[config.mk]
export PLATFORM = sky130hd
export DESIGN_NAME = infix_to_postfix_converter_flat
export DESIGN_NICKNAME = d
export VERILOG_FILES = /design/src/itp_pkg.sv /design/src/itp_intf.sv /design/src/itp_ctrl.sv /design/src/itp_dpath.sv /design/src/infix_to_postfix_converter.sv /design/src/flat_wrapper.sv
export SDC_FILE = /design/constraint.sdc
export NUM_CORES = 1
export LEC_CHECK = 0
export ABC_AREA = 0
export BUFFER_PORTS_ARGS = -buffer_cell sky130_fd_sc_hd__buf_2
export CAP_MARGIN = 20
export CORE_MARGIN = 4
export CORE_UTILIZATION = 30
export CTS_BUF_LIST = sky130_fd_sc_hd__clkbuf_2
export DETAILED_ROUTE_END_ITERATION = 7
export GPL_ROUTABILITY_DRIVEN = 0
export PLACE_DENSITY = 0.51
export SLEW_MARGIN = 30
export SYNTH_ARGS = -nofsm -noshare
export SYNTH_HDL_FRONTEND = slang
export SYNTH_SLANG_ARGS = --single-unit
[constraint.sdc]
create_clock -name clk -period 4.6 [get_ports clk]
set_input_delay 0 -clock clk [delete_from_list [all_inputs] [get_ports clk]]
set_output_delay 0 -clock clk [all_outputs]
set_load 0.03 [all_outputs]
[src/itp_pkg.sv]
`timescale 1ns / 1ps
// ----------------------------------------------------------------------------
// itp_pkg: shared types and constants for the infix to postfix converter
// Character classes, stack codes, precedence and the command/status structs
// that join the controller and the datapath.
// ----------------------------------------------------------------------------
package itp_pkg;

  typedef logic [7:0] char_t;
  typedef logic [2:0] code_t;
  typedef logic [1:0] prec_t;

  // Stack entry codes
  localparam code_t CODE_OPEN  = 3'd0;
  localparam code_t CODE_PLUS  = 3'd1;
  localparam code_t CODE_MINUS = 3'd2;
  localparam code_t CODE_MUL   = 3'd3;
  localparam code_t CODE_DIV   = 3'd4;

  // ASCII characters
  localparam char_t CH_OPEN  = 8'h28;
  localparam char_t CH_CLOSE = 8'h29;
  localparam char_t CH_MUL   = 8'h2A;
  localparam char_t CH_PLUS  = 8'h2B;
  localparam char_t CH_MINUS = 8'h2D;
  localparam char_t CH_DIV   = 8'h2F;
  localparam char_t CH_LO_A  = 8'h61;
  localparam char_t CH_LO_Z  = 8'h7A;
  localparam char_t CH_UP_A  = 8'h41;
  localparam char_t CH_UP_Z  = 8'h5A;
  localparam char_t CH_NUL   = 8'h00;

  localparam prec_t PREC_NONE = 2'd0;
  localparam prec_t PREC_ADD  = 2'd2;
  localparam prec_t PREC_MUL  = 2'd3;

  typedef enum logic [2:0] {
    CLS_LETTER,
    CLS_OPEN,
    CLS_CLOSE,
    CLS_OP,
    CLS_OTHER
  } cls_t;

  typedef enum logic [1:0] {
    SEL_CHAR,
    SEL_TOP,
    SEL_MARK
  } emit_sel_t;

  typedef enum logic [1:0] {
    ST_IDLE,
    ST_CHAR,
    ST_FLUSH
  } state_t;

  typedef struct packed {
    logic      in_valid;
    cls_t      cls;
    logic      last;
    logic      empty;     // stack holds nothing
    logic      top_open;  // top entry is an opening parenthesis
    logic      top_ge;    // top precedence >= precedence of the held operator
    logic      ops_zero;  // no operator on the stack
    logic      ops_one;   // exactly one operator on the stack
    logic      emitted;   // this character already produced a word
    logic      out_free;  // output register can take a word this cycle
  } stat_t;

  typedef struct packed {
    logic      in_ready;
    logic      push;
    logic      pop;
    logic      emit;
    emit_sel_t sel;
    logic      emit_last;
    logic      end_step;
  } cmd_t;

  function automatic cls_t char_class(input char_t c);
    cls_t r;
    if ((c >= CH_LO_A && c <= CH_LO_Z) || (c >= CH_UP_A && c <= CH_UP_Z)) begin
      r = CLS_LETTER;
    end else begin
      case (c)
        CH_OPEN:  r = CLS_OPEN;
        CH_CLOSE: r = CLS_CLOSE;
        CH_PLUS:  r = CLS_OP;
        CH_MINUS: r = CLS_OP;
        CH_MUL:   r = CLS_OP;
        CH_DIV:   r = CLS_OP;
        default:  r = CLS_OTHER;
      endcase
    end
    return r;
  endfunction

  function automatic code_t char_code(input char_t c);
    code_t r;
    case (c)
      CH_PLUS:  r = CODE_PLUS;
      CH_MINUS: r = CODE_MINUS;
      CH_MUL:   r = CODE_MUL;
      CH_DIV:   r = CODE_DIV;
      default:  r = CODE_OPEN;
    endcase
    return r;
  endfunction

  function automatic prec_t prec_of(input code_t k);
    prec_t r;
    case (k)
      CODE_PLUS:  r = PREC_ADD;
      CODE_MINUS: r = PREC_ADD;
      CODE_MUL:   r = PREC_MUL;
      CODE_DIV:   r = PREC_MUL;
      default:    r = PREC_NONE;
    endcase
    return r;
  endfunction

  function automatic char_t code_char(input code_t k);
    char_t r;
    case (k)
      CODE_PLUS:  r = CH_PLUS;
      CODE_MINUS: r = CH_MINUS;
      CODE_MUL:   r = CH_MUL;
      CODE_DIV:   r = CH_DIV;
      default:    r = CH_OPEN;
    endcase
    return r;
  endfunction

endpackage

[src/itp_intf.sv]
`timescale 1ns / 1ps
// ----------------------------------------------------------------------------
// itp_intf: stream channels of the infix to postfix converter
// Input character channel and postfix result channel, valid/ready.
// ----------------------------------------------------------------------------
interface itp_in_if;
  logic       valid;
  logic       ready;
  logic [7:0] ch;
  logic       last;

  modport source (output valid, output ch, output last, input ready);
  modport sink   (input valid, input ch, input last, output ready);
endinterface

interface itp_out_if;
  logic       valid;
  logic       ready;
  logic [7:0] out_ch;
  logic       out_empty;
  logic       out_last;
  logic       err_overflow;
  logic       err_paren;

  modport source (output valid, output out_ch, output out_empty, output out_last,
                  output err_overflow, output err_paren, input ready);
  modport sink   (input valid, input out_ch, input out_empty, input out_last,
                  input err_overflow, input err_paren, output ready);
endinterface

[src/itp_ctrl.sv]
`timescale 1ns / 1ps
// ----------------------------------------------------------------------------
// itp_ctrl: conversion sequencer
// Walks one character through its stack actions, then flushes at the end
// of the expression, one stack action or output word per cycle unless the output stalls.
// ----------------------------------------------------------------------------
module itp_ctrl (
  input  logic           clk,
  input  logic           rst_n,
  input  itp_pkg::stat_t stat,
  output itp_pkg::cmd_t  cmd
);

  itp_pkg::state_t state_r;
  itp_pkg::state_t state_nxt;

  always_ff @(posedge clk) begin
    if (!rst_n) begin
      state_r <= itp_pkg::ST_IDLE;
    end else begin
      state_r <= state_nxt;
    end
  end

  // Next state
  always_comb begin
    logic done;
    done      = 1'b0;
    state_nxt = state_r;
    case (state_r)
      itp_pkg::ST_IDLE: begin
        if (stat.in_valid) begin
          state_nxt = itp_pkg::ST_CHAR;
        end
      end
      itp_pkg::ST_CHAR: begin
        case (stat.cls)
          itp_pkg::CLS_LETTER: done = stat.out_free;
          itp_pkg::CLS_OPEN:   done = 1'b1;
          itp_pkg::CLS_OP:     done = !(!stat.empty && stat.top_ge);
          itp_pkg::CLS_CLOSE:  done = stat.empty || stat.top_open;
          default:             done = 1'b1;
        endcase
        if (done) begin
          state_nxt = stat.last ? itp_pkg::ST_FLUSH : itp_pkg::ST_IDLE;
        end
      end
      itp_pkg::ST_FLUSH: begin
        if (stat.empty && (stat.emitted || stat.out_free)) begin
          state_nxt = itp_pkg::ST_IDLE;
        end
      end
      default: state_nxt = itp_pkg::ST_IDLE;
    endcase
  end

  // Commands
  always_comb begin
    cmd           = '0;
    cmd.sel       = itp_pkg::SEL_CHAR;
    case (state_r)
      itp_pkg::ST_IDLE: begin
        cmd.in_ready = 1'b1;
      end
      itp_pkg::ST_CHAR: begin
        case (stat.cls)
          itp_pkg::CLS_LETTER: begin
            cmd.emit      = stat.out_free;
            cmd.sel       = itp_pkg::SEL_CHAR;
            cmd.emit_last = stat.last && stat.ops_zero;
          end
          itp_pkg::CLS_OPEN: begin
            cmd.push = 1'b1;
          end
          itp_pkg::CLS_OP: begin
            if (!stat.empty && stat.top_ge) begin
              // pop the operator of equal or higher precedence; the push that follows keeps it not last
              cmd.pop  = stat.out_free;
              cmd.emit = stat.out_free;
              cmd.sel  = itp_pkg::SEL_TOP;
            end else begin
              cmd.push = 1'b1;
            end
          end
          itp_pkg::CLS_CLOSE: begin
            if (!stat.empty && !stat.top_open) begin
              cmd.pop       = stat.out_free;
              cmd.emit      = stat.out_free;
              cmd.sel       = itp_pkg::SEL_TOP;
              cmd.emit_last = stat.last && stat.ops_one;
            end else if (!stat.empty) begin
              // drop the matching parenthesis
              cmd.pop = 1'b1;
            end
          end
          default: ;
        endcase
      end
      itp_pkg::ST_FLUSH: begin
        if (!stat.empty) begin
          if (stat.top_open) begin
            cmd.pop = 1'b1;
          end else begin
            cmd.pop       = stat.out_free;
            cmd.emit      = stat.out_free;
            cmd.sel       = itp_pkg::SEL_TOP;
            cmd.emit_last = stat.ops_one;
          end
        end else if (!stat.emitted) begin
          cmd.emit      = stat.out_free;
          cmd.sel       = itp_pkg::SEL_MARK;
          cmd.emit_last = 1'b1;
          cmd.end_step  = stat.out_free;
        end else begin
          cmd.end_step = 1'b1;
        end
      end
      default: ;
    endcase
  end

endmodule

[src/itp_dpath.sv]
`timescale 1ns / 1ps
// ----------------------------------------------------------------------------
// itp_dpath: operator stack and output register
// Stack memory with a cached top entry and a prefetched entry below it,
// sticky error flags and the result word register.
// ----------------------------------------------------------------------------
module itp_dpath #(
  parameter int STACK_DEPTH = 16
) (
  input  logic           clk,
  input  logic           rst_n,
  input  logic           in_valid,
  input  logic [7:0]     in_ch,
  input  logic           in_last,
  input  itp_pkg::cmd_t  cmd,
  output itp_pkg::stat_t stat,
  itp_out_if.source      out_bus
);

  localparam int CW = $clog2(STACK_DEPTH + 1);
  localparam int IW = $clog2(STACK_DEPTH);

  logic                 accept;
  itp_pkg::code_t       mem [STACK_DEPTH];
  itp_pkg::code_t       rd_data_r;
  logic [IW-1:0]        rd_addr;

  logic [CW-1:0]        count_r, count_nxt;
  logic [CW-1:0]        opens_r, opens_nxt;
  logic [CW-1:0]        ops;
  itp_pkg::code_t       top_r;
  logic                 full;
  logic                 do_push;
  itp_pkg::code_t       push_code;

  itp_pkg::char_t       ch_r;
  logic                 last_r;
  itp_pkg::cls_t        cls_r;
  itp_pkg::code_t       code_r;
  logic                 stopped_r;
  logic                 ovf_r;
  logic                 paren_r;
  logic                 emitted_r;

  itp_pkg::cls_t        cls_in;
  itp_pkg::code_t       code_in;
  logic                 in_top_ge;
  logic                 ovf_new;
  logic                 open_pushed;
  logic                 close_matched;
  logic                 opens_left;
  logic                 paren_new;

  logic                 out_valid_r;
  itp_pkg::char_t       out_ch_r;
  logic                 out_empty_r;
  logic                 out_last_r;
  logic                 out_ovf_r;
  logic                 out_paren_r;
  logic                 out_free;

  assign accept   = in_valid && cmd.in_ready;
  assign full     = (count_r == CW'(STACK_DEPTH));
  assign ops      = count_r - opens_r;
  assign out_free = !out_valid_r || out_bus.ready;
  assign push_code = (cls_r == itp_pkg::CLS_OPEN) ? itp_pkg::CODE_OPEN : code_r;
  assign do_push  = cmd.push && !full;

  // Decide this character's error flags up front from the stack summary
  assign cls_in        = stopped_r ? itp_pkg::CLS_OTHER : itp_pkg::char_class(in_ch);
  assign code_in       = itp_pkg::char_code(in_ch);
  assign in_top_ge     = (itp_pkg::prec_of(top_r) >= itp_pkg::prec_of(code_in));
  assign ovf_new       = full && ((cls_in == itp_pkg::CLS_OPEN) ||
                                  ((cls_in == itp_pkg::CLS_OP) && !in_top_ge));
  assign open_pushed   = (cls_in == itp_pkg::CLS_OPEN) && !full;
  assign close_matched = (cls_in == itp_pkg::CLS_CLOSE) && (opens_r != '0);
  assign opens_left    = open_pushed ||
                         ((opens_r != '0) && !(close_matched && (opens_r == CW'(1))));
  assign paren_new     = ((cls_in == itp_pkg::CLS_CLOSE) && (opens_r == '0)) ||
                         (in_last && opens_left);

  always_comb begin
    count_nxt = count_r;
    opens_nxt = opens_r;
    if (do_push) begin
      count_nxt = count_r + CW'(1);
      if (push_code == itp_pkg::CODE_OPEN) begin
        opens_nxt = opens_r + CW'(1);
      end
    end else if (cmd.pop) begin
      count_nxt = count_r - CW'(1);
      if (top_r == itp_pkg::CODE_OPEN) begin
        opens_nxt = opens_r - CW'(1);
      end
    end
  end

  // Keep the entry just below the new top prefetched
  assign rd_addr = IW'(count_nxt - CW'(2));

  always_ff @(posedge clk) begin
    if (do_push) begin
      mem[IW'(count_r)] <= push_code;
    end
    rd_data_r <= mem[rd_addr];
  end

  always_ff @(posedge clk) begin
    if (do_push) begin
      top_r <= push_code;
    end else if (cmd.pop) begin
      top_r <= rd_data_r;
    end
    if (accept) begin
      ch_r   <= in_ch;
      last_r <= in_last;
      cls_r  <= cls_in;
      code_r <= code_in;
    end
  end

  always_ff @(posedge clk) begin
    if (!rst_n) begin
      count_r   <= '0;
      opens_r   <= '0;
      stopped_r <= 1'b0;
      ovf_r     <= 1'b0;
      paren_r   <= 1'b0;
      emitted_r <= 1'b0;
    end else begin
      count_r <= count_nxt;
      opens_r <= opens_nxt;
      if (accept) begin
        stopped_r <= stopped_r || (cls_in == itp_pkg::CLS_OTHER);
        ovf_r     <= ovf_r || ovf_new;
        paren_r   <= paren_r || paren_new;
        emitted_r <= 1'b0;
      end else if (cmd.end_step) begin
        stopped_r <= 1'b0;
        ovf_r     <= 1'b0;
        paren_r   <= 1'b0;
      end else if (cmd.emit) begin
        emitted_r <= 1'b1;
      end
    end
  end

  // Output word register
  always_ff @(posedge clk) begin
    if (!rst_n) begin
      out_valid_r <= 1'b0;
    end else if (cmd.emit) begin
      out_valid_r <= 1'b1;
    end else if (out_bus.ready) begin
      out_valid_r <= 1'b0;
    end
  end

  always_ff @(posedge clk) begin
    if (cmd.emit) begin
      case (cmd.sel)
        itp_pkg::SEL_CHAR: out_ch_r <= ch_r;
        itp_pkg::SEL_TOP:  out_ch_r <= itp_pkg::code_char(top_r);
        default:           out_ch_r <= itp_pkg::CH_NUL;
      endcase
      out_empty_r <= (cmd.sel == itp_pkg::SEL_MARK);
      out_last_r  <= cmd.emit_last;
      out_ovf_r   <= ovf_r;
      out_paren_r <= paren_r;
    end
  end

  assign out_bus.valid        = out_valid_r;
  assign out_bus.out_ch       = out_ch_r;
  assign out_bus.out_empty    = out_empty_r;
  assign out_bus.out_last     = out_last_r;
  assign out_bus.err_overflow = out_ovf_r;
  assign out_bus.err_paren    = out_paren_r;

  always_comb begin
    stat          = '0;
    stat.in_valid = in_valid;
    stat.cls      = cls_r;
    stat.last     = last_r;
    stat.empty    = (count_r == '0);
    stat.top_open = (top_r == itp_pkg::CODE_OPEN);
    stat.top_ge   = (itp_pkg::prec_of(top_r) >= itp_pkg::prec_of(code_r));
    stat.ops_zero = (ops == '0);
    stat.ops_one  = (ops == CW'(1));
    stat.emitted  = emitted_r;
    stat.out_free = out_free;
  end

`ifndef SYNTHESIS
  a_count_range: assert property (@(posedge clk) disable iff (!rst_n)
    count_r <= CW'(STACK_DEPTH))
    else $error("stack count beyond depth");

  a_opens_le_count: assert property (@(posedge clk) disable iff (!rst_n)
    opens_r <= count_r)
    else $error("parenthesis count exceeds stack count");

  a_pop_nonempty: assert property (@(posedge clk) disable iff (!rst_n)
    cmd.pop |-> (count_r != '0))
    else $error("pop on empty stack");

  a_emit_free: assert property (@(posedge clk) disable iff (!rst_n)
    cmd.emit |-> out_free)
    else $error("word loaded over a held result");

  a_end_empty: assert property (@(posedge clk) disable iff (!rst_n)
    cmd.end_step |=> (count_r == '0) && !stopped_r && !ovf_r && !paren_r)
    else $error("expression ended with state left over");
`endif

endmodule

[src/infix_to_postfix_converter.sv]
`timescale 1ns / 1ps
// ----------------------------------------------------------------------------
// infix_to_postfix_converter: shunting-yard infix to postfix converter
//
//   channel  | dir | payload                                          | word
//   in_bus   | in  | ch[7:0], last                                    | one infix char
//   out_bus  | out | out_ch[7:0], out_empty, out_last, err_overflow,  | one postfix char
//            |     | err_paren                                        | or end mark
//
// The controller accepts a character in its idle state, then performs one push,
// pop or letter word per step; after the last character it flushes every
// stacked entry and closes the expression. The controller works one character
// at a time. The single output register stalls pops and letter words when the
// sink holds ready low. Reset is synchronous, active low, and empties the stack
// with no clearing pass.
// ----------------------------------------------------------------------------
module infix_to_postfix_converter #(
  parameter int STACK_DEPTH = 16
) (
  input  logic      clk,
  input  logic      rst_n,
  itp_in_if.sink    in_bus,
  itp_out_if.source out_bus
);

  itp_pkg::cmd_t  cmd;
  itp_pkg::stat_t stat;

  assign in_bus.ready = cmd.in_ready;

  itp_ctrl u_ctrl (
    .clk   (clk),
    .rst_n (rst_n),
    .stat  (stat),
    .cmd   (cmd)
  );

  itp_dpath #(
    .STACK_DEPTH (STACK_DEPTH)
  ) u_dpath (
    .clk      (clk),
    .rst_n    (rst_n),
    .in_valid (in_bus.valid),
    .in_ch    (in_bus.ch),
    .in_last  (in_bus.last),
    .cmd      (cmd),
    .stat     (stat),
    .out_bus  (out_bus)
  );

endmodule

[src/flat_wrapper.sv]
// flat-port wrapper written by rule: the top's interface ports become plain ports
module infix_to_postfix_converter_flat 
#(
  parameter int STACK_DEPTH = 16
)
  (clk, rst_n, in_bus_valid, in_bus_ch, in_bus_last, in_bus_ready, out_bus_valid, out_bus_out_ch, out_bus_out_empty, out_bus_out_last, out_bus_err_overflow, out_bus_err_paren, out_bus_ready);
  itp_in_if in_bus_i ();
  itp_out_if out_bus_i ();
  input  logic clk;
  input  logic rst_n;
  input wire logic [$bits(in_bus_i.valid)-1:0] in_bus_valid;
  input wire logic [$bits(in_bus_i.ch)-1:0] in_bus_ch;
  input wire logic [$bits(in_bus_i.last)-1:0] in_bus_last;
  output wire logic [$bits(in_bus_i.ready)-1:0] in_bus_ready;
  output wire logic [$bits(out_bus_i.valid)-1:0] out_bus_valid;
  output wire logic [$bits(out_bus_i.out_ch)-1:0] out_bus_out_ch;
  output wire logic [$bits(out_bus_i.out_empty)-1:0] out_bus_out_empty;
  output wire logic [$bits(out_bus_i.out_last)-1:0] out_bus_out_last;
  output wire logic [$bits(out_bus_i.err_overflow)-1:0] out_bus_err_overflow;
  output wire logic [$bits(out_bus_i.err_paren)-1:0] out_bus_err_paren;
  input wire logic [$bits(out_bus_i.ready)-1:0] out_bus_ready;
  assign in_bus_i.valid = in_bus_valid;
  assign in_bus_i.ch = in_bus_ch;
  assign in_bus_i.last = in_bus_last;
  assign in_bus_ready = in_bus_i.ready;
  assign out_bus_valid = out_bus_i.valid;
  assign out_bus_out_ch = out_bus_i.out_ch;
  assign out_bus_out_empty = out_bus_i.out_empty;
  assign out_bus_out_last = out_bus_i.out_last;
  assign out_bus_err_overflow = out_bus_i.err_overflow;
  assign out_bus_err_paren = out_bus_i.err_paren;
  assign out_bus_i.ready = out_bus_ready;
  infix_to_postfix_converter #(.STACK_DEPTH(STACK_DEPTH)) u_core (.clk(clk), .rst_n(rst_n), .in_bus(in_bus_i), .out_bus(out_bus_i));
endmodule
# Yosys cells after proc, flatten, opt, wreduce, memory -nomap -nowiden
# Memories as Yosys holds them, arrays and structs flattened. A register that Yosys moved wholly into a read port is not among the register bits.
# Cells that the tools add are included.
totals:
  elab_cells: 180
  inputBits: 13
  latch_bits: 0
  mem_bits_ro: 0
  mem_count: 1
  ramBits: 48
  out_inout_bits: 14
  register_bits: 47
op_classes:
  n_addsub: 6
  n_mul: 0
  n_eq_ne: 36
  shifts: 0
  n_bitwise: 2
  n_lt_le_gt_ge: 6
  n_reduce_logical: 58
  div_mod_pow: 0
  muxes: 53
memory_table:
  columns: ["name", "words", "word_bits", "read_ports", "rd_ports_with_merged_regs", "write_ports", "line", "source"]
  rows:
  - ["u_core.u_dpath.mem", 16, 3, 1, 1, 1, "itp_dpath.sv:24", "itp_pkg::code_t mem [STACK_DEPTH];"]
op_table:
  columns: ["op", "n"]
  rows:
  - ["equality test 8 x 6 -> 1 bit (second input constant)", 6]
  - ["equality test 3 x 2 -> 1 bit (second input constant)", 10]
  - ["2-to-1 mux 5 bit", 6]
  - ["case mux 3 bit (4 select lines)", 2]
  - ["2-to-1 mux 4 bit", 5]
  - ["2-to-1 mux 1 bit", 19]
  - ["case mux 3 bit (3 select lines)", 2]
  - ["logical AND 1 bit", 17]
  - ["greater-or-equal comparator 8 x 7 -> 1 bit (second input constant)", 2]
  - ["less-or-equal comparator 8 x 7 -> 1 bit (second input constant)", 2]
  - ["case mux 8 bit (2 select lines)", 1]
  - ["equality test 3 x 1 -> 1 bit (second input constant)", 5]
  - ["logical NOT 5 bit", 3]
  - ["2-to-1 mux 3 bit", 5]
  - ["OR reduction 2 bit", 7]
  - ["equality test 3 bit (second input constant)", 4]
  - ["case mux 2 bit (2 select lines)", 3]
  - ["adder 5 x 1 -> 5 bit (second input constant)", 2]
  - ["equality test 5 x 1 -> 1 bit (second input constant)", 2]
  - ["logical OR 1 bit", 10]
  - ["case mux 5 bit (2 select lines)", 1]
  - ["subtractor 5 x 1 -> 5 bit (second input constant)", 2]
  - ["logical NOT 3 bit", 3]
  - ["2-to-1 mux 2 bit", 4]
  - ["other kinds (19)", 38]

# Logic depth before layout (Yosys ltp)
# Gate-level depths: netlist (run 1).
depth:
  ltp_word: 15
  mapped_depth: 18
  ltp_nobuf: 18

# Hierarchy
# A second synthesis (run 1) with hierarchy kept.
unflattened:
  hier_cells: 443
  area_unflattened_um2: 5183.7
by_module_without_submodules:
  columns: ["mod", "n_inst", "cells_each", "seq_area_each_um2", "area_per_inst_um2"]
  rows:
  - ["itp_dpath", 1, 389, 2702.6, 4802.1]
  - ["itp_ctrl", 1, 54, 40.0, 381.6]

# Worst setup path after synthesis (run 1)
# Ideal clock, no wire load.
synth_timing:
  path_kind: "register -> register"
  start: "register u_core.u_dpath.top_r[2]"
  end: "register u_core.u_dpath.rd_data_r[0] (read register of u_core.u_dpath.mem)"
  required_ns: 4.528
  arrival_time_ns: 3.674
  setup_ns: 0.072
  path_stages_with_launch: 18
  path_slack_ns: 0.855
  synth_period_minus_slack_ns: 3.745
  n_path_buf: 2
  path_cell_list: "edfxtp_1 -> nand2b_1 -> o21a_1 -> ha_1 -> nand2b_1 -> a311oi_4 -> o31a_1 -> buf_2 -> nor2_1 -> a221o_1 -> buf_2 -> inv_1 -> ha_1 -> xnor2_1 -> xnor2_4 -> mux2i_1 -> mux2i_1 -> mux2i_1"
synth_via:
  elab_chain_len: 11
  elab_cells_between_ends: 25
  classes_between: "add/sub (1); order compare (1); eq/ne (4); mux (12); reduce/logical (7)"
synth_lines:
  columns: ["element", "line", "source"]
  rows:
  - ["start, declared", "itp_dpath.sv:31", "itp_pkg::code_t top_r;"]
  - ["start signal, assigned", "itp_dpath.sv:110", "top_r <= push_code;"]
  - ["start signal, assigned", "itp_dpath.sv:112", "top_r <= rd_data_r;"]
  - ["equality test 3 bit, or another cell as far along", "itp_pkg.sv:112", "case (k)"]
  - ["OR reduction 2 bit (no line)", null, null]
  - ["case mux 2 bit (2 select lines)", "itp_pkg.sv:112", null]
  - ["greater-or-equal comparator 2 bit", "itp_dpath.sv:187", "stat.top_ge = (itp_pkg::prec_of(top_r) >= itp_pkg::prec_of(code_r));"]
  - ["logical AND 1 bit", "itp_ctrl.sv:76", "if (!stat.empty && stat.top_ge) begin"]
  - ["2-to-1 mux 4 bit or 2-to-1 mux 1 bit (tied branches)", "itp_ctrl.sv:76", null]
  - ["case mux 1 bit (2 select lines)", "itp_ctrl.sv:66", "case (stat.cls)"]
  - ["case mux 5 bit (2 select lines) or 2-to-1 mux 1 bit (tied branches)", "itp_ctrl.sv:61", "case (state_r)"]
  - ["2-to-1 mux 5 bit or logical AND 1 bit (tied branches)", "itp_dpath.sv:90, itp_dpath.sv:67", null]
  - ["2-to-1 mux 5 bit (*)", "itp_dpath.sv:85", "if (do_push) begin"]
  - ["subtractor 4 x 2 -> 4 bit (*)", "itp_dpath.sv:99", "assign rd_addr = IW'(count_nxt - CW'(2));"]
  - ["end, declared", "itp_dpath.sv:25", "itp_pkg::code_t rd_data_r;"]
# Every way passes the cells marked *; elsewhere a longest branch is shown, timed or not.
# A chain may end at the register's enable or synchronous reset.

# Final worst setup path (run 1)
# Ends and elaborated chain as after synthesis.

==> results of run 1 <==
[Yosys cell counts (all sizes together) (2+ instances only)]
cell	count
o21a	4
dfxtp	20
mux2	3
clkbuf	5
nand2	30
nor2	32
nor4	2
o221a	2
a21boi	3
nor2b	6
a31oi	5
o21ai	13
or2	2
and3	5
o31a	2
nor3b	2
a21oi	17
or4	4
nand3b	4
edfxtp	78
xor2	4
nand2b	9
nor4b	3
and2	11
buf	7
inv	17
a21o	3
xnor2	10
o31ai	2
mux2i	47
nand4	4
ha	19
nor3	12
or3	5
nand3	3
[layout by cell type, fill, tap and decap left out, drive strengths merged, types with 11 or more instances in the layout]
cell         count
buf             30
nor2            32
inv             19
dlygate4sd3     13
o21ai           13
edfxtp          78
nor3            12
mux2i           47
nand2           30
ha              19
and2            11
a21oi           17
dfxtp           20
[layer usage]
metal	vias to the layer above	GRT usage [%]	part of all wire (%)	routed length [microns]
met2	43	18.6	47	4950
met3	15	2.59	2.6	276
li1	1584	-	-	-
met5	-	0	0	0
met1	1555	16.6	49	5190
met4	0	4.48	1.6	173
[layout make-up]
class | count | area share, %
antenna | 1 | 0.0450
clock buffer | 10 | 0.900
clock inverter | 6 | 1.17
inverter | 17 | 1.15
multi-input combinational | 280 | 37.0
sequential | 98 | 49.3
tap | 216 | 4.86
timing repair buffer | 43 | 5.58
[cells by family (layout without fill, tap and decap cells)]
family | Yosys count | in the layout | synth area share (%)
AOI/OAI and AO/OA | 57 | 57 | 7.85
DFF | 98 | 98 | 55.5
other | 0 | 1 | 0
xor gates and xnor gates | 14 | 14 | 3.24
buffers and inverters | 29 | 76 | 2.79
muxes | 50 | 50 | 10.2
and+or+nand+nor | 138 | 138 | 14.9
adders and majority gates | 21 | 21 | 5.42
[stage by stage]
| step | utilization [%] | std cells | hold slack [ns] | total power [mW] | instance area [sq um] |
|---|---|---|---|---|---|
| after global placement | 33.0 | 640 | 0.196 | 1.15 | 5290 |
| final | 34.8 | 671 | 0.117 | 1.56 | 5560 |
| after global routing | 34.8 | 671 | 0.0649 | 1.64 | 5560 |
| after floorplan | - | 407 | 0.0989 | 1.11 | 4940 |
| after CTS | 34.8 | 670 | 0.0471 | 1.59 | 5560 |
| after detailed placement | 33.2 | 641 | 0.198 | 1.15 | 5320 |
[sequential cells by signal (all words and copies together) (netlist names)]
signal	cells
u_core.u_dpath.top_r	3
u_core.u_dpath.count_r	5
u_core.u_dpath.cls_r	3
u_core.u_ctrl.state_r	2
u_core.u_dpath.opens_r	5
u_core.u_dpath.out_bus.out_empty	1
u_core.u_dpath.code_r	3
u_core.u_dpath.emitted_r	1
u_core.u_dpath.out_bus.err_paren	1
u_core.u_dpath.stopped_r	1
u_core.u_dpath.out_bus.out_last	1
u_core.u_dpath.out_bus.valid	1
u_core.u_dpath.out_bus.err_overflow	1
u_core.u_dpath.rd_data_r	3
u_core.u_dpath.ovf_r	1
u_core.u_dpath.paren_r	1
u_core.u_dpath.mem	48
u_core.u_dpath.ch_r	8
u_core.u_dpath.out_bus.out_ch	8
u_core.u_dpath.last_r	1
[power breakdown]
part	switching [mW]	total (mW)	leakage [nW]	internal [mW]
logic	0.0856	0.147	0.996	0.0610
clock network	0.297	0.426	0.0727	0.130
registers	0.0127	0.992	0.880	0.979
[worst max-delay path: stages (launching register included)]
cell and delay, ns:
sky130_fd_sc_hd__edfxtp_1 0.53, sky130_fd_sc_hd__nand2b_1 0.22, sky130_fd_sc_hd__o21a_1 0.21, sky130_fd_sc_hd__ha_1 0.28
sky130_fd_sc_hd__nand2b_1 0.19, sky130_fd_sc_hd__a311oi_4 0.36, sky130_fd_sc_hd__o31a_1 0.55, sky130_fd_sc_hd__nor2_1 0.08
sky130_fd_sc_hd__a221o_1 0.33, sky130_fd_sc_hd__buf_4 0.20, sky130_fd_sc_hd__inv_1 0.07, sky130_fd_sc_hd__ha_1 0.15
sky130_fd_sc_hd__xnor2_1 0.15, sky130_fd_sc_hd__xnor2_4 0.41, sky130_fd_sc_hd__mux2i_1 0.28, sky130_fd_sc_hd__mux2i_1 0.10
sky130_fd_sc_hd__mux2i_1 0.13
[repair_timing]
action,in CTS,in global routing
setup buffers,0,0
endpoints found under the hold margin,32,0
hold buffers,13,0
[path summary, 6_finish.rpt]
kind                                      endpoint                     from  slack (ns)  depth (start not counted)
setup / recovery       u_core.u_dpath.rd_data_r[0]  u_core.u_dpath.top_r[2]        0.33                         16
hold / removal               u_core.u_dpath.last_r              in_bus_last        0.12                          2
setup reg to reg       u_core.u_dpath.rd_data_r[0]  u_core.u_dpath.top_r[2]        0.33                         16
hold reg to reg   u_core.u_dpath.out_bus.err_paren   u_core.u_dpath.paren_r        0.46                          0
==> flow_summary.yaml, run 1 <==
sta:
  post-route-min-period_ns: 4.27
  timing.setup.tns_ns: 0
  worst_clock_skew_ns: 0.0195
  maxClockFrequency_mhz: 234
  timing.final.hold_violations: 0
  rsz0062_at_grt: "false"
  report.final.setup_viol: 0
  fin_ws_ns: 0.328
  finalCritPeriodShare_pct: 92.9
  timing.final.max_slew_violations: 0
  maxSlewHeadroom_pct: 52.4
  tightest_slew_ns: 0.714
power:
  p_leak_nw: 1.95
  power.ir.vdd_worst_v: 0.000156
  power_density_nw_per_um2: 281
flow_run:
  drv_cap: 0
floorplan:
  dieHeight_microns: 136
  placementRows: 46
  floorplan.initialDensity_pct: 30.9
  floorplan.die_area_sq_um: 18600
  io-pin-count: 27
  design.core.area_sq_um: 16000
  die_width_microns: 136
clocking:
  cts-resized-gates: 0
  clock-sinks: 98
  cts.root.buffer_cell: "sky130_fd_sc_hd__clkbuf_2"
  clk_pin_slew_worst_paths_ns: 0.25
  tritoncts: "built"
  worstSkewPairLatency_ns: 0.60
  numCtsBuffers: 9
  htreeDepth: 3
  clockBufferDepth: 2
synthesis:
  netlist_instances: 407
  synth_area_leader_cell: "sky130_fd_sc_hd__edfxtp_1"
  syn_area_per_cell_sq_um: 12.1
  synth_ff_type: "sky130_fd_sc_hd__edfxtp_1"
  netlist_area_sq_um: 4940
  synth_enable_flop_cells: 78
  synth_fp_nets: 440
  synth_sequential_area_ratio_pct: 55.5
  synth.yosys.warnings: 0
  synth_largest_type_area_fraction_pct: 47.4
  async_flop_share_pct: 0
  ff_latch_count_synth: 98
  netlist-cell-type-count: 55
  post_synth_main_area_contributors: "sky130_fd_sc_hd__edfxtp_1 47%, sky130_fd_sc_hd__mux2i_1 9.5%, sky130_fd_sc_hd__dfxtp_1 8.1%"
placement:
  place_hpwl_mm: 7.73
  post-place-ws_ns: 0.336
  placement.io_buffers: 26
drt:
  vias: 3197
  antenna_violating_nets_post_route: 0
  drc: 0
  detail_route.wirelength_mm: 10.6
  viasPerCell: 4.76
  avgRoutedWirePerCell_microns: 15.8
  detailedRoute.firstIterationViolations: 160
  dr.pass1.iters: 4
final_layout:
  footprint_of_the_multi_input_gates_sq_um: 2060
  post_route_cells_drive_above_1_share_pct: 13.4
  flow.area_growth_from_synthesis_pct: 12.6
  final.fill_count: 1634
  register_area_sq_um: 2740
  nNetsFinal: 482
global_route:
  wire_length_of_the_first_global_routing_pass_mm: 17.0
  grt_overflow_total: 0
  grt_start_max_net_pins: 19
  groute.usage.overall_pct: 12.1
  number_of_antenna_violations_at_the_first_check_in_global_routing: 1
  via_count_of_the_first_global_routing_pass: 3101
worst_setup_path:
  worst_ep_arrival_time_ns: 4.82
  worst_ep_required_time_ns: 5.15
  worstSetupStartpointType: "flop"
  timing_worst_setup_path_type: "flop to flop"
  cp_max_fo: 16
  setup.worst_path.end_class: "flop"
status:
  run_status: "completed"
min_path:
  min_delay_worst_type: "primary input to flop"
(Power assumes the default switching activity.)
==> run 2, diff against run 1 <==
- CTS_CLUSTER_SIZE: unset -> 8
- PLACE_DENSITY: 0.51 -> unset
==> run 2 against run 1 <==
- power is 0.58% lower
- first-iteration DRC count rose by 86%
- via count decreased by 1.3%
- global-route usage shrank 0.58 points
- cell count did not move
- core utilization about the same
- worst setup slack improved by 0.26 ns
- sequential power barely moved
- worst hold slack better by 0.025 ns
- wire length decreased by 5.2%
- cell area about the same
- combinational power about the same
- largest cell class unchanged
==> flow_summary.yaml, run 2 (synthesized netlist as in run 1, its figures left out) <==
global_route:
  grt.busiest_layer: "met2"
  via_count_of_the_first_global_routing_pass: 3191
  number_of_antenna_violations_at_the_first_check_in_global_routing: 1
  groute.usage.overall_pct: 11.5
  use_met1_pct: 16.4
  grt_util_met3_pct: 1.70
  groute.layer.met2.usage_pct: 17.6
  wire_length_of_the_first_global_routing_pass_mm: 16.7
  grt_start_max_net_pins: 26
  grt_overflow_total: 0
power:
  power.ir.vdd_worst_v: 0.000123
  power_density_nw_per_um2: 280
  p_leak_nw: 1.94
final_layout:
  final_cell_mix: "78 x sky130_fd_sc_hd__edfxtp_1, 47 x sky130_fd_sc_hd__mux2i_1, 32 x sky130_fd_sc_hd__nor2_1"
  nNetsFinal: 482
  layout.cell_area.non_filler_sq_um: 5570
  post_route_cells_drive_above_1_share_pct: 13.4
  fin_cells: 671
  final_core_utilization_pct: 34.8
  layout_commonest_cell: "sky130_fd_sc_hd__edfxtp_1"
  reg_with_most_ffs: "u_core.u_dpath.mem"
  flow.area_growth_from_synthesis_pct: 12.7
  flip_flop_count_of_the_largest_register_after_layout: 48
placement:
  placement.io_buffers: 26
  place_hpwl_mm: 7.22
  dp.cells: 640
  place_area_sq_um: 5290
clocking:
  tritoncts: "built"
  clockBufferDepth: 2
  clk_pin_slew_worst_paths_ns: 0.28
  numCtsBuffers: 9
  worstSkewPairLatency_ns: 0.57
  htreeDepth: 3
  clock-sinks: 98
  cts.root.buffer_cell: "sky130_fd_sc_hd__clkbuf_2"
worst_setup_path:
  critPathMostFrequentCell: "sky130_fd_sc_hd__mux2i_1"
  crit_buf_inv: 2
  critical_path.cell_chain: "nand2b_1, o21a_1, ha_1, nand2b_1, a311oi_4, o31a_2, buf_4, or3_4, xnor2_4, buf_16, mux2i_1, mux2i_1, mux2i_1, mux2i_1"
  worstSetupStartpointType: "flop"
  crit_path_max_incr_delay_ns: 0.53
  worst_ep_required_time_ns: 5.07
  timing_worst_setup_path_type: "flop to flop"
  crit_path_top_delay_cell: "sky130_fd_sc_hd__edfxtp_1"
  worst_path_dominant_cell_family: "compound AO/OA/AOI/OAI gates"
  cp_max_fo: 15
  worst_ep_arrival_time_ns: 4.48
  setup.worst_path.end_class: "flop"
floorplan:
  design.core.area_sq_um: 16000
  dieHeight_microns: 136
  io-pin-count: 27
  die_width_microns: 136
  floorplan.initialDensity_pct: 30.9
  placementRows: 46
  floorplan.die_area_sq_um: 18600
drt:
  dr.pass1.iters: 4
  avgRoutedWirePerCell_microns: 15.0
  antenna_violating_nets_post_route: 0
  detailedRoute.firstIterationViolations: 298
  viasPerCell: 4.70
  vias: 3155
  detail_route.wirelength_mm: 10.0
  drc: 0
min_path:
  min_delay_worst_type: "primary input to flop"
sta:
  worst_clock_skew_ns: 0.0455
  finalCritPeriodShare_pct: 87.1
  tightest_slew_ns: 0.685
  post-route-min-period_ns: 4.01
  timing.setup.tns_ns: 0
  timing.final.hold_violations: 0
  maxClockFrequency_mhz: 250
  maxSlewHeadroom_pct: 54.4
  report.final.setup_viol: 0
  rsz0062_at_grt: "false"
  timing.final.max_slew_violations: 0
flow_run:
  drv_cap: 0
status:
  run_status: "completed"
[run 2: changes by cell type in the layout (fill, tap and decap cells not counted)]
| cell | change |
|---|---|
| sky130_fd_sc_hd__o31a_2 | +1 |
| sky130_fd_sc_hd__clkinvlp_4 | +1 |
| sky130_fd_sc_hd__inv_6 | -1 |
| sky130_fd_sc_hd__clkinv_2 | -2 |
| sky130_fd_sc_hd__clkinv_1 | +1 |
| sky130_fd_sc_hd__o31a_1 | -1 |
| sky130_fd_sc_hd__clkinv_4 | +1 |
[run 2: where the power goes]
part           internal, mW  switching (mW)
combinational        0.0610          0.0838
sequential            0.979          0.0121
clock                 0.129           0.291
[run 2: worst paths after layout]
check / cells past startpoint / end / startpoint / slack [ns]
worst max-delay path: 14 / u_core.u_dpath.rd_data_r[1] / u_core.u_dpath.top_r[2] / 0.59
worst min-delay path: 2 / u_core.u_dpath.ch_r[5] / in_bus_ch[5] / 0.14
worst max register to register: 14 / u_core.u_dpath.rd_data_r[1] / u_core.u_dpath.top_r[2] / 0.59
worst min register to register: 0 / u_core.u_dpath.out_bus.err_overflow / u_core.u_dpath.ovf_r / 0.47
[run 2: metal layers]
layer	share of wire, %	up-vias
li1	-	1587
met1	48	1516
met2	47	40
met3	2.6	12
met4	2.0	0
met5	0	-
[run 2: through the flow]
step	worst slack (ns)	total power, mW	hold slack, ns
final	0.593	1.56	0.142
after CTS	0.286	1.57	0.0926
after global routing	0.250	1.62	0.109
after global placement	0.529	1.14	0.198
after detailed placement	0.351	1.14	0.198
after floorplan	0.855	1.11	0.0989
[run 2: worst register-to-register path: stages (launching register included)]
cell and delay, ns:
sky130_fd_sc_hd__edfxtp_1 0.53, sky130_fd_sc_hd__nand2b_1 0.23, sky130_fd_sc_hd__o21a_1 0.21, sky130_fd_sc_hd__ha_1 0.27, sky130_fd_sc_hd__nand2b_1 0.17, sky130_fd_sc_hd__a311oi_4 0.13, sky130_fd_sc_hd__o31a_2 0.46, sky130_fd_sc_hd__buf_4 0.21
sky130_fd_sc_hd__or3_4 0.39, sky130_fd_sc_hd__xnor2_4 0.49, sky130_fd_sc_hd__buf_16 0.24, sky130_fd_sc_hd__mux2i_1 0.24, sky130_fd_sc_hd__mux2i_1 0.11, sky130_fd_sc_hd__mux2i_1 0.16, sky130_fd_sc_hd__mux2i_1 0.09
[run 2: final cells by class]
type / instances / area [sq um]
Fill cell: 1607 / 10400
Sequential cell: 98 / 2740
Multi-Input combinational cell: 280 / 2060
Timing Repair Buffer: 43 / 310
Tap cell: 216 / 270
Clock inverter: 6 / 66.3
Inverter: 17 / 63.8
Clock buffer: 10 / 50.0
Antenna cell: 1 / 2.50
[run 2: timing repair]
| item | in CTS | in global routing |
|---|---|---|
| buffers inserted | 0 | 0 |
| hold endpoints to repair | 32 | 0 |
| setup endpoints to repair | 0 | 1 |
| hold buffers | 13 | 0 |
| gates resized for setup | 0 | 1 |
==> run 3, diff against run 2 <==
- SYNTH_HIERARCHICAL: unset -> 1
==> run 3 against run 2 <==
- wire length increased by 9.7%
- synthesized cell count up 8.8%
- via count grew 9.6%
- die area is 4.7% higher
- cell count up 5.2%
- highest routed layer unchanged
- cell area is 3.9% higher
- count of clock-buffer cells in the layout unchanged
==> flow_summary.yaml, run 3 <==
final_layout:
  post_route_cells_drive_above_1_share_pct: 16.3
  final_cell_mix: "78 x sky130_fd_sc_hd__edfxtp_1, 43 x sky130_fd_sc_hd__nor2_1, 27 x sky130_fd_sc_hd__nand2_1"
  layout.cell_area.non_filler_sq_um: 5780
  nNetsFinal: 513
  reg_with_most_ffs: "u_core/u_dpath/mem"
  flip_flop_count_of_the_largest_register_after_layout: 48
  flow.area_growth_from_synthesis_pct: 11.5
  layout_commonest_cell: "sky130_fd_sc_hd__edfxtp_1"
synthesis:
  synth_largest_type_area_fraction_pct: 45.2
  ff_latch_count_synth: 98
  synth_ff_type: "sky130_fd_sc_hd__edfxtp_1"
  post_synth_main_area_contributors: "sky130_fd_sc_hd__edfxtp_1 45%, sky130_fd_sc_hd__dfxtp_1 7.7%, sky130_fd_sc_hd__ha_1 4.8%"
  netlist_area_sq_um: 5180
  synth_enable_flop_cells: 78
  synth_fp_nets: 477
  synth.cells.most_frequent: "78 x sky130_fd_sc_hd__edfxtp_1, 43 x sky130_fd_sc_hd__nor2_1, 27 x sky130_fd_sc_hd__nand2_1"
  async_flop_share_pct: 0
  synth_sequential_area_ratio_pct: 52.9
  netlist_instances: 443
  netlist-cell-type-count: 72
  synth.yosys.warnings: 6
  synth_area_leader_cell: "sky130_fd_sc_hd__edfxtp_1"
  syn_area_per_cell_sq_um: 11.7
  dominant_cell_by_count_in_the_synthesized_netlist: "sky130_fd_sc_hd__edfxtp_1"
drt:
  antenna_violating_nets_post_route: 0
  vias: 3457
  avgRoutedWirePerCell_microns: 15.6
  dr.pass1.iters: 4
  viasPerCell: 4.90
  detail_route.wirelength_mm: 11.0
  drc: 0
  detailedRoute.firstIterationViolations: 276
global_route:
  via_count_of_the_first_global_routing_pass: 3414
  wire_length_of_the_first_global_routing_pass_mm: 18.0
  groute.usage.overall_pct: 11.5
  grt_overflow_total: 0
  number_of_antenna_violations_at_the_first_check_in_global_routing: 1
  grt_start_max_net_pins: 25
power:
  p_leak_nw: 2.09
  power.ir.vdd_worst_v: 0.000122
  power_density_nw_per_um2: 319
clocking:
  htreeDepth: 3
  numCtsBuffers: 9
  cts.root.buffer_cell: "sky130_fd_sc_hd__clkbuf_2"
  clock-sinks: 98
  worstSkewPairLatency_ns: 0.56
  tritoncts: "built"
  cts-resized-gates: 0
  clockBufferDepth: 2
  postCtsSetupRepairBufs: 0
  clk_pin_slew_worst_paths_ns: 0.26
  cts_hold_buf: 13
floorplan:
  io-pin-count: 27
  design.core.area_sq_um: 16800
  die_width_microns: 139
  placementRows: 47
  dieHeight_microns: 139
  floorplan.die_area_sq_um: 19400
  floorplan.initialDensity_pct: 30.9
worst_setup_path:
  worstSetupStartpointType: "flop"
  worst_ep_required_time_ns: 5.11
  r2r_setup_slack_ns: 0.42
  setup.worst_path.end_class: "flop"
  cp_max_fo: 14
  worst_ep_arrival_time_ns: 4.70
  timing_worst_setup_path_type: "flop to flop"
sta:
  timing.final.hold_violations: 0
  tightest_slew_ns: 0.745
  rsz0062_at_grt: "false"
  finalCritPeriodShare_pct: 90.9
  timing.setup.tns_ns: 0
  timing.final.max_slew_violations: 0
  report.final.setup_viol: 0
  post-route-min-period_ns: 4.18
  worst_clock_skew_ns: 0.0244
  maxSlewHeadroom_pct: 49.6
  maxClockFrequency_mhz: 239
placement:
  place_area_sq_um: 5480
  placement.io_buffers: 26
  place_hpwl_mm: 7.93
status:
  run_status: "completed"
flow_run:
  drv_cap: 0
min_path:
  min_delay_worst_type: "primary input to flop"
==> run 3: power breakdown <==
part | internal, mW | switching, mW
Clock | 0.240 | 0.286
Combinational | 0.112 | 0.169
Sequential | 1.01 | 0.0262
Total | 1.36 | 0.481
==> run 3: area by class of cell <==
type	count	area (sq um)
Fill cell	1654	11000
Sequential cell	98	2740
Multi-Input combinational cell	305	2210
Timing Repair Buffer	46	313
Tap cell	220	275
Clock inverter	6	113
Inverter	19	76.3
Clock buffer	10	50.0
Antenna cell	2	5.00
==> run 3: worst paths after layout <==
| check | startpoint | endpoint | depth (start not counted) |
|---|---|---|---|
| hold reg to reg | u_core/u_dpath/ovf_r | u_core/u_dpath/out_bus.err_overflow | 0 |
| setup / recovery | u_core/u_dpath/top_r[1] | u_core/u_dpath/rd_data_r[1] | 18 |
| setup reg to reg | u_core/u_dpath/top_r[1] | u_core/u_dpath/rd_data_r[1] | 18 |
| hold / removal | in_bus_ch[5] | u_core/u_dpath/ch_r[5] | 2 |
==> run 3: logic make-up after synthesis <==
kind of cell,count (synthesis),share of synthesized area [%]
AO/OA/AOI/OAI,86,13.2
XOR/XNOR,16,3.26
adder cells (fa/ha/maj),21,5.21
buffers and inverters,40,4.54
flip-flops,98,52.9
multiplexers,12,2.70
AND/OR/NAND/NOR,170,18.2
==> run 3: critical path, stage by stage, from the launching register on <==
cell and delay, ns:
sky130_fd_sc_hd__edfxtp_1 0.51, sky130_fd_sc_hd__nor2_1 0.17, sky130_fd_sc_hd__and2_1 0.17, sky130_fd_sc_hd__a21oi_1 0.07, sky130_fd_sc_hd__ha_1 0.29, sky130_fd_sc_hd__nand2b_1 0.09
sky130_fd_sc_hd__a21o_1 0.15, sky130_fd_sc_hd__a21boi_0 0.09, sky130_fd_sc_hd__or4b_1 0.51, sky130_fd_sc_hd__o21ai_1 0.09, sky130_fd_sc_hd__o211a_1 0.21, sky130_fd_sc_hd__nor2_1 0.06
sky130_fd_sc_hd__a221oi_2 0.20, sky130_fd_sc_hd__a21o_4 0.22, sky130_fd_sc_hd__clkinv_4 0.13, sky130_fd_sc_hd__ha_1 0.24, sky130_fd_sc_hd__xor3_1 0.46, sky130_fd_sc_hd__a2111o_1 0.39
sky130_fd_sc_hd__nand4_1 0.09
==> run 3: per-layer routing <==
metal | vias to the layer above | GRT usage [%] | share of wire, %
li1 | 1721 | - | -
met1 | 1657 | 14.7 | 45
met2 | 71 | 19.4 | 50
met3 | 8 | 2.85 | 4.3
met4 | 0 | 3.04 | 0.83
met5 | - | 0 | 0
==> run 3: through the flow <==
stage / instances / hold WS [ns] / util, % / power, mW / setup WS (ns)
floorplan: 443 / 0.0989 / - / 1.26 / 0.522
global placement: 675 / 0.203 / 32.7 / 1.32 / 0.660
detailed placement: 675 / 0.203 / 32.7 / 1.33 / 0.474
CTS: 704 / 0.112 / 34.5 / 1.87 / 0.407
global route: 706 / 0.104 / 34.5 / 1.94 / 0.0738
finish: 706 / 0.168 / 34.5 / 1.84 / 0.416
